$ cat src/sv/bear_pkg.sv
// ----------------------------------------------------------------------------
// bear_pkg: shared types and constants for button edge and auto-repeat
// Field widths, timer constants, register indexes and the channel result type.
// ----------------------------------------------------------------------------
package bear_pkg;

    localparam int BTN_W      = 16;
    localparam int TICK_W     = 10;
    localparam int TIMER_W    = 16;
    localparam int DEADLINE_W = 17;
    localparam int DELAY_W    = 16;
    localparam int INTERVAL_W = 15;
    localparam int CFG_IDX_W  = 1;
    localparam int CFG_DATA_W = 16;

    localparam int IN_TDATA_W  = 48;
    localparam int IN_TUSER_W  = 2;
    localparam int OUT_TDATA_W = 104;

    localparam logic [BTN_W-1:0]      CORE_MASK   = 16'h9FFF;
    localparam logic [DEADLINE_W-1:0] TIMER_WRAP  = 17'd40000;
    localparam logic [DEADLINE_W-1:0] TIMER_FOLD  = 17'd20000;
    localparam logic [DELAY_W-1:0]    DELAY_RESET = 16'd40000;

    localparam logic [CFG_IDX_W-1:0] CFG_REPEAT_DELAY    = 1'b0;
    localparam logic [CFG_IDX_W-1:0] CFG_REPEAT_INTERVAL = 1'b1;

    typedef struct packed {
        logic [BTN_W-1:0] hold;
        logic [BTN_W-1:0] press;
        logic [BTN_W-1:0] release_;
        logic             repeat_;
    } t_chan_res;

endpackage

$ cat src/sv/bear_chan.sv
// ----------------------------------------------------------------------------
// bear_chan: one button channel with edge detect and repeat timer
// Holds last buttons, repeat timer and next deadline; computes the results of
// one poll combinationally and commits the state when the poll is taken.
// ----------------------------------------------------------------------------
module bear_chan (
    input  logic                           i_clk,
    input  logic                           i_rst_n,
    input  logic                           i_step,
    input  logic                           i_reload,
    input  logic [bear_pkg::DELAY_W-1:0]   i_reload_delay,
    input  logic [bear_pkg::DELAY_W-1:0]   i_delay,
    input  logic [bear_pkg::INTERVAL_W-1:0] i_interval,
    input  logic [bear_pkg::BTN_W-1:0]     i_buttons,
    input  logic [bear_pkg::TICK_W-1:0]    i_ticks,
    output bear_pkg::t_chan_res            o_res,
    output logic [bear_pkg::BTN_W-1:0]     o_last_hold
);
    import bear_pkg::*;

    logic [BTN_W-1:0]      r_last_hold;
    logic [TIMER_W-1:0]    r_timer;
    logic [DEADLINE_W-1:0] r_deadline;
    logic [TIMER_W-1:0]    n_timer;
    logic [DEADLINE_W-1:0] n_deadline;

    logic [BTN_W-1:0]      diff;
    logic [BTN_W-1:0]      press;
    logic [BTN_W-1:0]      release_bits;
    logic [DEADLINE_W-1:0] t_sum;
    logic [DEADLINE_W-1:0] t_wrap;
    logic [DEADLINE_W-1:0] t_fold;
    logic [DEADLINE_W-1:0] d_add;
    logic                  rep;

    assign diff         = i_buttons ^ r_last_hold;
    assign press        = diff & i_buttons;
    assign release_bits = diff & r_last_hold;

    assign t_sum  = {1'b0, r_timer} + DEADLINE_W'(i_ticks);
    assign t_wrap = (t_sum >= TIMER_WRAP) ? (t_sum - TIMER_WRAP) : t_sum;
    assign t_fold = t_wrap - TIMER_FOLD;
    assign d_add  = r_deadline + DEADLINE_W'(i_interval);

    always_comb begin
        n_timer    = r_timer;
        n_deadline = r_deadline;
        rep        = 1'b0;
        if ((|press) || (|release_bits)) begin
            // any edge restarts the timer
            n_timer    = '0;
            n_deadline = DEADLINE_W'(i_delay);
            rep        = (|press) && (|i_interval);
        end else if (|i_buttons) begin
            n_timer = t_wrap[TIMER_W-1:0];
            if (t_wrap >= r_deadline) begin
                rep = 1'b1;
                if (t_wrap >= TIMER_FOLD) begin
                    n_timer    = t_fold[TIMER_W-1:0];
                    n_deadline = d_add - TIMER_FOLD;
                end else begin
                    n_deadline = d_add;
                end
            end
        end
    end

    always_ff @(posedge i_clk) begin
        if (!i_rst_n) begin
            r_last_hold <= '0;
            r_timer     <= '0;
            r_deadline  <= DEADLINE_W'(DELAY_RESET);
        end else if (i_reload) begin
            r_timer     <= '0;
            r_deadline  <= DEADLINE_W'(i_reload_delay);
        end else if (i_step) begin
            r_last_hold <= i_buttons;
            r_timer     <= n_timer;
            r_deadline  <= n_deadline;
        end
    end

    assign o_res.hold     = i_buttons;
    assign o_res.press    = press;
    assign o_res.release_ = release_bits;
    assign o_res.repeat_  = rep;
    assign o_last_hold    = r_last_hold;

endmodule

$ cat src/sv/button_edge_and_auto_repeat_top.sv
// ----------------------------------------------------------------------------
// button_edge_and_auto_repeat_top: button edges and auto-repeat, two channels
// Input register, per-channel edge and repeat logic, and a result register.
// ----------------------------------------------------------------------------
// Usage:
//   Each poll enters on the s_axis channel: core and extension button words
//   and the elapsed ticks in tdata, the present and suppress flags in tuser.
//   One result per poll leaves on the m_axis channel with held, pressed and
//   released bits and a repeat flag for each channel.
//   A poll passes through the input register and then the result register.
//   One poll is taken every cycle while the receiver does not stall; the
//   channel state (last buttons, timer, deadline) is read and written
//   between the input register and the result register.
//   When the receiver stalls, the result register holds and the input
//   register still takes one more poll; after that tready drops until the
//   result is transferred.
//   Reset clears both channels, sets repeat_delay to 40000 and
//   repeat_interval to 0. A register write clears both timers and reloads
//   both deadlines with repeat_delay; write only while the block is idle.
//   With the extension absent, its result fields repeat the previous ones.
// ----------------------------------------------------------------------------
module button_edge_and_auto_repeat_top (
    input  logic                              i_clk,
    input  logic                              i_rst_n,
    // config write port
    input  logic                              i_cfg_we,
    input  logic [bear_pkg::CFG_IDX_W-1:0]    i_cfg_idx,
    input  logic [bear_pkg::CFG_DATA_W-1:0]   i_cfg_wdata,
    // poll input
    input  logic                              i_s_tvalid,
    output logic                              o_s_tready,
    // core_buttons[15:0], ext_buttons[31:16], elapsed_ticks[41:32], zero pad
    input  logic [bear_pkg::IN_TDATA_W-1:0]   i_s_tdata,
    // ext_present[0], ext_suppress[1]
    input  logic [bear_pkg::IN_TUSER_W-1:0]   i_s_tuser,
    // result output
    output logic                              o_m_tvalid,
    input  logic                              i_m_tready,
    // core_hold[15:0], core_press[31:16], core_release[47:32], core_repeat[48],
    // ext_hold[64:49], ext_press[80:65], ext_release[96:81], ext_repeat[97],
    // zero pad
    output logic [bear_pkg::OUT_TDATA_W-1:0]  o_m_tdata
);
    import bear_pkg::*;

    logic [DELAY_W-1:0]    r_delay;
    logic [INTERVAL_W-1:0] r_interval;
    logic                  cfg_reload;
    logic [DELAY_W-1:0]    reload_delay;

    logic                  r_in_valid;
    logic [BTN_W-1:0]      r_in_core;
    logic [BTN_W-1:0]      r_in_ext;
    logic [TICK_W-1:0]     r_in_ticks;
    logic                  r_in_present;
    logic                  r_in_suppress;

    logic                  r_out_valid;
    logic [OUT_TDATA_W-1:0] r_out_data;
    logic [OUT_TDATA_W-1:0] n_out_data;

    logic [BTN_W-1:0]      r_ext_press;
    logic [BTN_W-1:0]      r_ext_release;
    logic                  r_ext_repeat;

    logic                  in_xfer;
    logic                  advance;
    logic                  ext_step;
    logic [BTN_W-1:0]      ext_btn;
    t_chan_res             core_res;
    t_chan_res             ext_res;
    t_chan_res             ext_out;
    logic [BTN_W-1:0]      core_last;
    logic [BTN_W-1:0]      ext_last;

    // config registers
    assign cfg_reload   = i_cfg_we;
    assign reload_delay = (i_cfg_idx == CFG_REPEAT_DELAY) ? i_cfg_wdata : r_delay;

    always_ff @(posedge i_clk) begin
        if (!i_rst_n) begin
            r_delay    <= DELAY_RESET;
            r_interval <= '0;
        end else if (i_cfg_we) begin
            unique case (i_cfg_idx)
                CFG_REPEAT_DELAY:    r_delay    <= i_cfg_wdata;
                CFG_REPEAT_INTERVAL: r_interval <= i_cfg_wdata[INTERVAL_W-1:0];
                default: ;
            endcase
        end
    end

    // handshake
    assign advance    = r_in_valid && (!r_out_valid || i_m_tready);
    assign o_s_tready = !r_in_valid || advance;
    assign in_xfer    = i_s_tvalid && o_s_tready;

    always_ff @(posedge i_clk) begin
        if (!i_rst_n) begin
            r_in_valid <= 1'b0;
        end else if (in_xfer) begin
            r_in_valid <= 1'b1;
        end else if (advance) begin
            r_in_valid <= 1'b0;
        end
    end

    always_ff @(posedge i_clk) begin
        if (in_xfer) begin
            r_in_core     <= i_s_tdata[15:0] & CORE_MASK;
            r_in_ext      <= i_s_tdata[31:16];
            r_in_ticks    <= i_s_tdata[41:32];
            r_in_present  <= i_s_tuser[0];
            r_in_suppress <= i_s_tuser[1];
        end
    end

    // channels
    assign ext_step = advance && r_in_present;
    assign ext_btn  = r_in_suppress ? '0 : r_in_ext;

    bear_chan u_core (
        .i_clk          (i_clk),
        .i_rst_n        (i_rst_n),
        .i_step         (advance),
        .i_reload       (cfg_reload),
        .i_reload_delay (reload_delay),
        .i_delay        (r_delay),
        .i_interval     (r_interval),
        .i_buttons      (r_in_core),
        .i_ticks        (r_in_ticks),
        .o_res          (core_res),
        .o_last_hold    (core_last)
    );

    bear_chan u_ext (
        .i_clk          (i_clk),
        .i_rst_n        (i_rst_n),
        .i_step         (ext_step),
        .i_reload       (cfg_reload),
        .i_reload_delay (reload_delay),
        .i_delay        (r_delay),
        .i_interval     (r_interval),
        .i_buttons      (ext_btn),
        .i_ticks        (r_in_ticks),
        .o_res          (ext_res),
        .o_last_hold    (ext_last)
    );

    // hold the last extension results while it is absent
    always_ff @(posedge i_clk) begin
        if (!i_rst_n) begin
            r_ext_press   <= '0;
            r_ext_release <= '0;
            r_ext_repeat  <= 1'b0;
        end else if (ext_step) begin
            r_ext_press   <= ext_res.press;
            r_ext_release <= ext_res.release_;
            r_ext_repeat  <= ext_res.repeat_;
        end
    end

    always_comb begin
        if (r_in_present) begin
            ext_out = ext_res;
        end else begin
            ext_out.hold     = ext_last;
            ext_out.press    = r_ext_press;
            ext_out.release_ = r_ext_release;
            ext_out.repeat_  = r_ext_repeat;
        end
        n_out_data = {6'd0, ext_out.repeat_, ext_out.release_, ext_out.press,
                      ext_out.hold, core_res.repeat_, core_res.release_,
                      core_res.press, core_res.hold};
    end

    // result register
    always_ff @(posedge i_clk) begin
        if (!i_rst_n) begin
            r_out_valid <= 1'b0;
        end else if (advance) begin
            r_out_valid <= 1'b1;
        end else if (i_m_tready) begin
            r_out_valid <= 1'b0;
        end
    end

    always_ff @(posedge i_clk) begin
        if (advance) begin
            r_out_data <= n_out_data;
        end
    end

    assign o_m_tvalid = r_out_valid;
    assign o_m_tdata  = r_out_data;

    // assertions
    a_in_hold: assert property (@(posedge i_clk) disable iff (!i_rst_n)
        (r_in_valid && !advance) |=> (r_in_valid && $stable(r_in_core)
                                      && $stable(r_in_ticks)))
        else $error("input register lost a poll while stalled");

    a_edges_consistent: assert property (@(posedge i_clk) disable iff (!i_rst_n)
        advance |-> (((core_res.press & ~core_res.hold) == '0)
                     && ((core_res.release_ & core_res.hold) == '0)
                     && ((core_res.press & core_last) == '0)))
        else $error("core edges disagree with held state");

    a_ext_absent: assert property (@(posedge i_clk) disable iff (!i_rst_n)
        (advance && !r_in_present) |=> (r_out_data[64:49] == $past(ext_last)
                                        && r_out_data[80:65] == $past(r_ext_press)
                                        && r_out_data[97] == $past(r_ext_repeat)))
        else $error("absent extension did not repeat previous results");

    a_core_edge_no_timer: assert property (@(posedge i_clk) disable iff (!i_rst_n)
        (advance && (|core_res.release_) && !(|core_res.press)) |-> !core_res.repeat_)
        else $error("repeat raised on a release-only edge");

endmodule
$ cat config.mk
export PLATFORM = sky130hd
export DESIGN_NAME = button_edge_and_auto_repeat_top
export DESIGN_NICKNAME = d
export VERILOG_FILES = /design/src/sv/bear_pkg.sv /design/src/sv/bear_chan.sv /design/src/sv/button_edge_and_auto_repeat_top.sv
export SDC_FILE = /design/constraint.sdc
export NUM_CORES = 1
export LEC_CHECK = 0
export BUFFER_PORTS_ARGS = -buffer_cell sky130_fd_sc_hd__clkbuf_2
export CAP_MARGIN = 20
export CORE_ASPECT_RATIO = 0.75
export CORE_MARGIN = 1.5
export CORE_UTILIZATION = 35
export CTS_BUF_LIST = sky130_fd_sc_hd__clkbuf_16
export DETAILED_ROUTE_END_ITERATION = 8
export PLACE_DENSITY = 0.61
export RECOVER_POWER = 50
export SLEW_MARGIN = 20
export SYNTH_ARGS = -nofsm -noshare
export SYNTH_HDL_FRONTEND = slang
export SYNTH_SLANG_ARGS = --single-unit
$ cat constraint.sdc
create_clock -name i_clk -period 10.8 [get_ports i_clk]
set_clock_uncertainty 0.1 [all_clocks]
set_input_delay 0.54 -clock i_clk [delete_from_list [all_inputs] [get_ports i_clk]]
set_output_delay 0.54 -clock i_clk [all_outputs]
set_load 0.02 [all_outputs]
# Word-level counts from Yosys, hierarchy flattened
# Cells that the tools add are included.
dict set report word_totals {
  input_bits 72
  word_cells 120
  out_inout_bits 106
  ff_bits 300
}
dict set report op_classes {
  bitwise 8
  addsub 10
  muxes 35
  n_reduce_logical 40
  order_cmp 6
}
# cell n
set ops {}
lappend ops {{$mux 16} 14}
lappend ops {{$mux 17} 10}
lappend ops {{$reduce_or 16->1} 5}
lappend ops {{$and 16x16->16} 4}
lappend ops {{$mux 49} 1}
lappend ops {{$add 16x10->17} 2}
lappend ops {{$add 17x15->17} 2}
lappend ops {{$ge 17x15->1 const B} 2}
lappend ops {{$ge 17x16->1 const B} 2}
lappend ops {{$ge 17x17->1} 2}
lappend ops {{$sub 17x15->17 const B} 2}
lappend ops {{$sub 17x16->17 const B} 2}
lappend ops {{$sub 16x15->16 const B} 2}
lappend ops {{$xor 16x16->16} 2}
lappend ops {{$reduce_bool 2->1} 8}
lappend ops {{$reduce_or 15->1} 1}
lappend ops {{$reduce_or 14->1} 1}
lappend ops {{$reduce_and 3->1} 4}
lappend ops {{$reduce_bool 3->1} 4}
lappend ops {{$mux 1} 10}
lappend ops {{$reduce_and 2->1} 5}
lappend ops {{$logic_and 1x1->1} 5}
lappend ops {{$logic_or 1x1->1} 4}
lappend ops {{$logic_not 1->1} 2}
lappend ops {{other kinds (2)} 3}

# Longest topological paths before layout
dict set report logic_depth {
  ltp_word 10
  ltp_mapped 26
  ltp_nobuf 25
}

# Cells and area by module
# Synthesis repeated with hierarchy kept, for this count alone.
dict set report unflattened {
  hier_cells 2014
  hier_area_um2 18733.0
}
# module seq_area_each_um2 area_each_um2 instances cells_per_inst
set modules_own_cells {}
lappend modules_own_cells {button_edge_and_auto_repeat_top 5525.3 7778.7 1 528}
lappend modules_own_cells {{bear_chan (u_core)} 980.9 5622.9 1 774}
lappend modules_own_cells {{bear_chan (u_ext)} 980.9 5331.4 1 712}

# Least setup slack after synthesis
# No wires, ideal clock.
dict set report synth_timing {
  path_type {register to register}
  from {register r_in_ticks[0]}
  to {register u_ext.r_deadline[16]}
  path_buffers 1
  path_slack_ps 5197
  synth_period_minus_slack_ps 5603
  stages_incl_launch_ff 24
  arrival_time_ps 5433
  t_required_ps 10629
  setup_time_ps 71
  cell_sequence {edfxtp_1 ha_1 fa_1 a211oi_1 o211a_1 o21ai_2 xnor2_1 a211o_1 o32ai_1 buf_2 nand3_1 xor2_1 ha_1 nand4_1 nor2_1 nand4_1 nor2_1 nor3_1 and4b_1 a21o_1 nor3_1 inv_1 o41a_1 a21oi_1}
}
dict set report synth_between {
  elab_chain_cells 8
  elab_cells_between_ends 12
  classes_between {add/sub: 2; order compare: 3; mux: 5; reduce/logical: 2}
}
# item line
set synth_rtl {}
lappend synth_rtl {{from (decl)} button_edge_and_auto_repeat_top.sv:54} ;# logic [TICK_W-1:0] r_in_ticks;
lappend synth_rtl {{from (signal assigned)} button_edge_and_auto_repeat_top.sv:112} ;# r_in_ticks <= i_s_tdata[41:32];
lappend synth_rtl {{$add 16x10->17 (*)} bear_chan.sv:40} ;# assign t_sum = {1'b0, r_timer} + DEADLINE_W'(i_ticks);
lappend synth_rtl {{$sub 17x16->17 / $ge 17x16->1 (equally long branches)} bear_chan.sv:41} ;# assign t_wrap = (t_sum >= TIMER_WRAP) ? (t_sum - TIMER_WRAP) : t_sum;
lappend synth_rtl {{$mux 17 (*)} bear_chan.sv:41}
lappend synth_rtl {{$ge 17x15->1} bear_chan.sv:58} ;# if (t_wrap >= TIMER_FOLD) begin
lappend synth_rtl {{$mux 17} bear_chan.sv:58}
lappend synth_rtl {{$mux 17} bear_chan.sv:56} ;# if (t_wrap >= r_deadline) begin
lappend synth_rtl {{$mux 17} bear_chan.sv:54} ;# end else if (|i_buttons) begin
lappend synth_rtl {{$mux 17} bear_chan.sv:49} ;# if ((|press) || (|release_bits)) begin
lappend synth_rtl {{to (signal assigned)} bear_chan.sv:72} ;# r_deadline <= DEADLINE_W'(DELAY_RESET);
lappend synth_rtl {{to (signal assigned)} bear_chan.sv:75} ;# r_deadline <= DEADLINE_W'(i_reload_delay);
lappend synth_rtl {{to (signal assigned)} bear_chan.sv:79} ;# r_deadline <= n_deadline;
lappend synth_rtl {{to (decl)} bear_chan.sv:23} ;# logic [DEADLINE_W-1:0] r_deadline;
# Every way passes the cells marked *; elsewhere a longest branch is shown, timed or not. The select of a mux whose other input is x is not followed.
# A chain may end at the register's enable or synchronous reset.

# Worst setup path after layout
dict set report layout_timing {
  from {register r_in_ticks[0]}
  to {register u_ext.r_deadline[15]}
}
dict set report layout_between {
  elab_chain_cells 10
  elab_cells_between_ends 14
  classes_between {add/sub: 2; order compare: 3; mux: 7; reduce/logical: 2}
}
# item line
set layout_rtl {}
lappend layout_rtl {{$add 16x10->17 (*)} bear_chan.sv:40}
lappend layout_rtl {{$sub 17x16->17 / $ge 17x16->1 (equally long branches)} bear_chan.sv:41}
lappend layout_rtl {{$mux 17 (*)} bear_chan.sv:41}
lappend layout_rtl {{$ge 17x15->1} bear_chan.sv:58}
lappend layout_rtl {{$mux 17} bear_chan.sv:58}
lappend layout_rtl {{$mux 17} bear_chan.sv:56}
lappend layout_rtl {{$mux 17} bear_chan.sv:54}
lappend layout_rtl {{$mux 17} bear_chan.sv:49}
lappend layout_rtl {{$mux 16} bear_chan.sv:76} ;# end else if (i_step) begin
lappend layout_rtl {{$mux 16} bear_chan.sv:73} ;# end else if (i_reload) begin
# Marked as above.

==> flow_metrics.env <==
export IMPL_power_mw=2.74
export IMPL_synth_edf_count=134
export IMPL_status="finished with violations"
export IMPL_vias=15500
export IMPL_clk_latency_ns=0.54
export IMPL_synthTopCellsByArea="edfxtp_1 23%, dfxtp_1 18%, ha_1 6.3%, nand2_1 5.1%, a21oi_1 5.0%"
export IMPL_dp_hpwl_um=39500
export IMPL_yosysSeqAreaShare_pct=40.9
export IMPL_die_area_mm2=0.0521
export IMPL_synth_common_cells="239 x nand2_1, 187 x nor2_1, 176 x a21oi_1"
export IMPL_numCtsBuffers=35
export IMPL_ant_nets=0
export IMPL_cts_tree="done"
export IMPL_drt_vias_per_instance=5.48
export IMPL_setup_ws_ns=4.03
export IMPL_rsz0062_at_grt="no"
export IMPL_violations="capacitance limit, slew limit"
export IMPL_dpl_cell_area_mm2=0.0191
export IMPL_yosysMostFrequentCell="nand2_1"
export IMPL_ir_worst_vdd_mv=0.0950
export IMPL_hold_end="r_in_ticks[2]"
export IMPL_setup_viol=0
export IMPL_synth_distinct_cells=90
export IMPL_setup_worst_path_start_class="flip-flop"
export IMPL_min_period_over_period_pct=62.6
export IMPL_cp_data_arrival_time_ns=7.07
export IMPL_holdCritStartpoint="i_s_tdata[34]"
export IMPL_clk_pin_slew_ns=0.06
export IMPL_num_rows=71
export IMPL_hold_path_depth=1
export IMPL_fin_nets=2317
export IMPL_final_area_mm2=0.0200
export IMPL_cts_max_level=2
export IMPL_cts_num_sinks=296
export IMPL_yosysTopAreaCellShare_pct=22.7
export IMPL_antenna_found_initial=1
export IMPL_p_leak_nw=7.57
export IMPL_synth_largest_area_cell="edfxtp_1"
export IMPL_async_flop_share_pct=0
export IMPL_layout_drive_gt1_share_pct=8.27
export IMPL_routabilityCongestion=0.909
export IMPL_worst_setup_path_type="flip-flop to flip-flop"
export IMPL_slew_headroom_pct=-132
export IMPL_cts_root_buf="clkbuf_16"
export IMPL_crit_fanout=11
export IMPL_areaGrowthSynthToFinish_pct=12.7
export IMPL_drv_slew=148
export IMPL_min_period_ns=6.77
export IMPL_r2r_start="r_in_ticks[0]"
export IMPL_syn_area_mm2=0.0178
export IMPL_drc=0
export IMPL_synth_avg_cell_area_um2=8.74
export IMPL_min_path_type="input port to flip-flop"
export IMPL_core_area_mm2=0.0501
export IMPL_worst_setup_path_end_kind="flip-flop"
export IMPL_worstPathRequired_ns=11.11
export IMPL_ys_ff_latch=296
export IMPL_grt_overflow=0
export IMPL_initial_core_util_pct=35.4
export IMPL_powerDensity_mw_per_mm2=137
export IMPL_synth_top_flop_cell="dfxtp_1"
export IMPL_hold_viol=0
export IMPL_reg2reg_depth=23
export IMPL_routed_wl_um=53000
export IMPL_cts_buffer_depth=3
export IMPL_grt_pass1_wl_um=82000
export IMPL_post_drt_wl_per_cell_um=18.7
export IMPL_grt_use_total_pct=19.9
export IMPL_pin_count=178
export IMPL_rrSetupSlack_ns=4.03
export IMPL_holdBufCountCts=0
export IMPL_yosysWarningCount=0
export IMPL_grt_max_degree=90
export IMPL_cts_setup_buffers=0
export IMPL_timing_rr_end="u_ext.r_deadline[15]"
export IMPL_clock_fmax_mhz=148
export IMPL_drt_first_iter_violations=1240
export IMPL_tns_ns=0
export IMPL_die_w_um=263
export IMPL_die_h_um=198
export IMPL_worst_pin_slew_ns=3.48
export IMPL_pre_cts_slack_ns=4.16
export IMPL_cts_resized=0
export IMPL_detail_route_first_pass_iterations=5
export IMPL_grt_pass1_vias=14400
export IMPL_portBuffers=157
export IMPL_syn_inst=2032
export IMPL_drv_cap=3
[area by class of cell]
class                      count  area, µm²
fill                        5092      30100
tap                          657        822
clock buffer                  36        901
multi-input combinational   1539       9680
timing repair buffer         171        763
inverter                     108        408
antenna                        1       2.50
sequential                   296       7270
clock inverter                26        151
[cell usage in the layout, fill, tap and decap left out, types with 12 or more instances in the layout]
master	count
nand2_1	238
nor2_1	186
a21oi_1	176
dfxtp_1	162
edfxtp_1	134
inv_1	117
clkbuf_1	98
o21ai_0	93
ha_1	90
nand3_1	77
clkbuf_2	61
nor3_1	59
nor2b_1	47
xnor2_1	47
mux2i_1	38
clkbuf_16	36
mux2_2	30
xor2_1	30
nand4_1	27
o21a_1	26
nand2b_1	25
a211oi_1	23
o211ai_1	23
a21o_1	23
and2_1	19
nor4_1	19
a31oi_1	19
o21ai_1	17
conb_1	12
buf_4	12
[cells by family after synthesis]
| kind of cell | count (synthesis) | synth area share [%] |
|---|---|---|
| XOR/XNOR | 77 | 3.80 |
| flip-flops | 296 | 40.9 |
| AO/OA/AOI/OAI | 531 | 19.6 |
| buffers and inverters | 208 | 4.79 |
| adder cells (fa/ha/maj) | 94 | 6.79 |
| multiplexers | 68 | 4.05 |
| AND/OR/NAND/NOR | 757 | 20.1 |
| other | 1 | 0.0211 |
[sequential cells by signal (all words and copies together) (netlist names)]
| register | flops |
|---|---|
| u_ext.r_timer | 16 |
| u_core.o_last_hold | 14 |
| r_ext_press | 16 |
| u_core.r_timer | 16 |
| r_in_core | 14 |
| r_ext_release | 16 |
| r_in_ext | 16 |
| o_m_tvalid | 1 |
| u_ext.o_last_hold | 16 |
| u_core.r_deadline | 17 |
| r_ext_repeat | 1 |
| r_in_suppress | 1 |
| r_in_ticks | 10 |
| r_in_valid | 1 |
| r_delay | 16 |
| r_interval | 15 |
| o_m_tdata | 92 |
| r_in_present | 1 |
| u_ext.r_deadline | 17 |
[worst max-delay path, cell delays in order, from the launching register on]
cell and delay, ns:
edfxtp_1 0.43, ha_1 0.27, fa_1 0.43, a211oi_1 0.48, o211ai_1 0.17, o211ai_1 0.40
nand2_1 0.19, nor3_1 0.51, o32ai_1 0.17, buf_4 0.21, nand3_1 0.12, xor2_1 0.34
ha_1 0.20, nand4_1 0.12, nor2_1 0.16, nand4_1 0.11, nor2_1 0.17, nor3_1 0.08
and4b_1 0.19, a21o_1 0.29, o22ai_1 0.53, nor2_1 0.33, a221oi_1 0.49, o21ai_0 0.16
[power by group]
group          total, mW  switching (mW)  internal, mW
combinational      0.363           0.240         0.124
clock               1.11           0.484         0.628
sequential          1.26          0.0413          1.22
[how the worst max path moves through the flow]
stage / start / end / slack, ns / depth (start not counted)
final: r_in_ticks[0] / u_ext.r_deadline[15] / 4.03 / 23
after global routing: r_in_ticks[5] / u_core.r_deadline[9] / 3.43 / 22
after CTS: r_in_ticks[0] / u_ext.r_deadline[15] / 4.14 / 23
after detailed placement: r_in_ticks[0] / u_ext.r_deadline[15] / 4.16 / 23
after global placement: r_in_ticks[0] / u_core.r_deadline[9] / 4.25 / 23
after floorplan: r_in_ticks[0] / u_ext.r_deadline[16] / 5.20 / 23
[per-layer routing]
metal  global-route usage (%)  wire, µm
met1                     29.1     25700
met4                     6.64      1480
met5                        0         0
met2                     29.6     22400
met3                     3.06      3380
[per-stage QoR]
stage	instances	util (%)	hold slack (ns)
floorplan	2043	-	0.329
detailed placement	2771	38.1	0.349
global placement	2771	38.1	0.350
CTS	2833	40.2	0.0418
finish	2834	39.9	0.0751
global route	2834	39.9	0.0536
No activity file was read; power rests on OpenSTA's default activity.
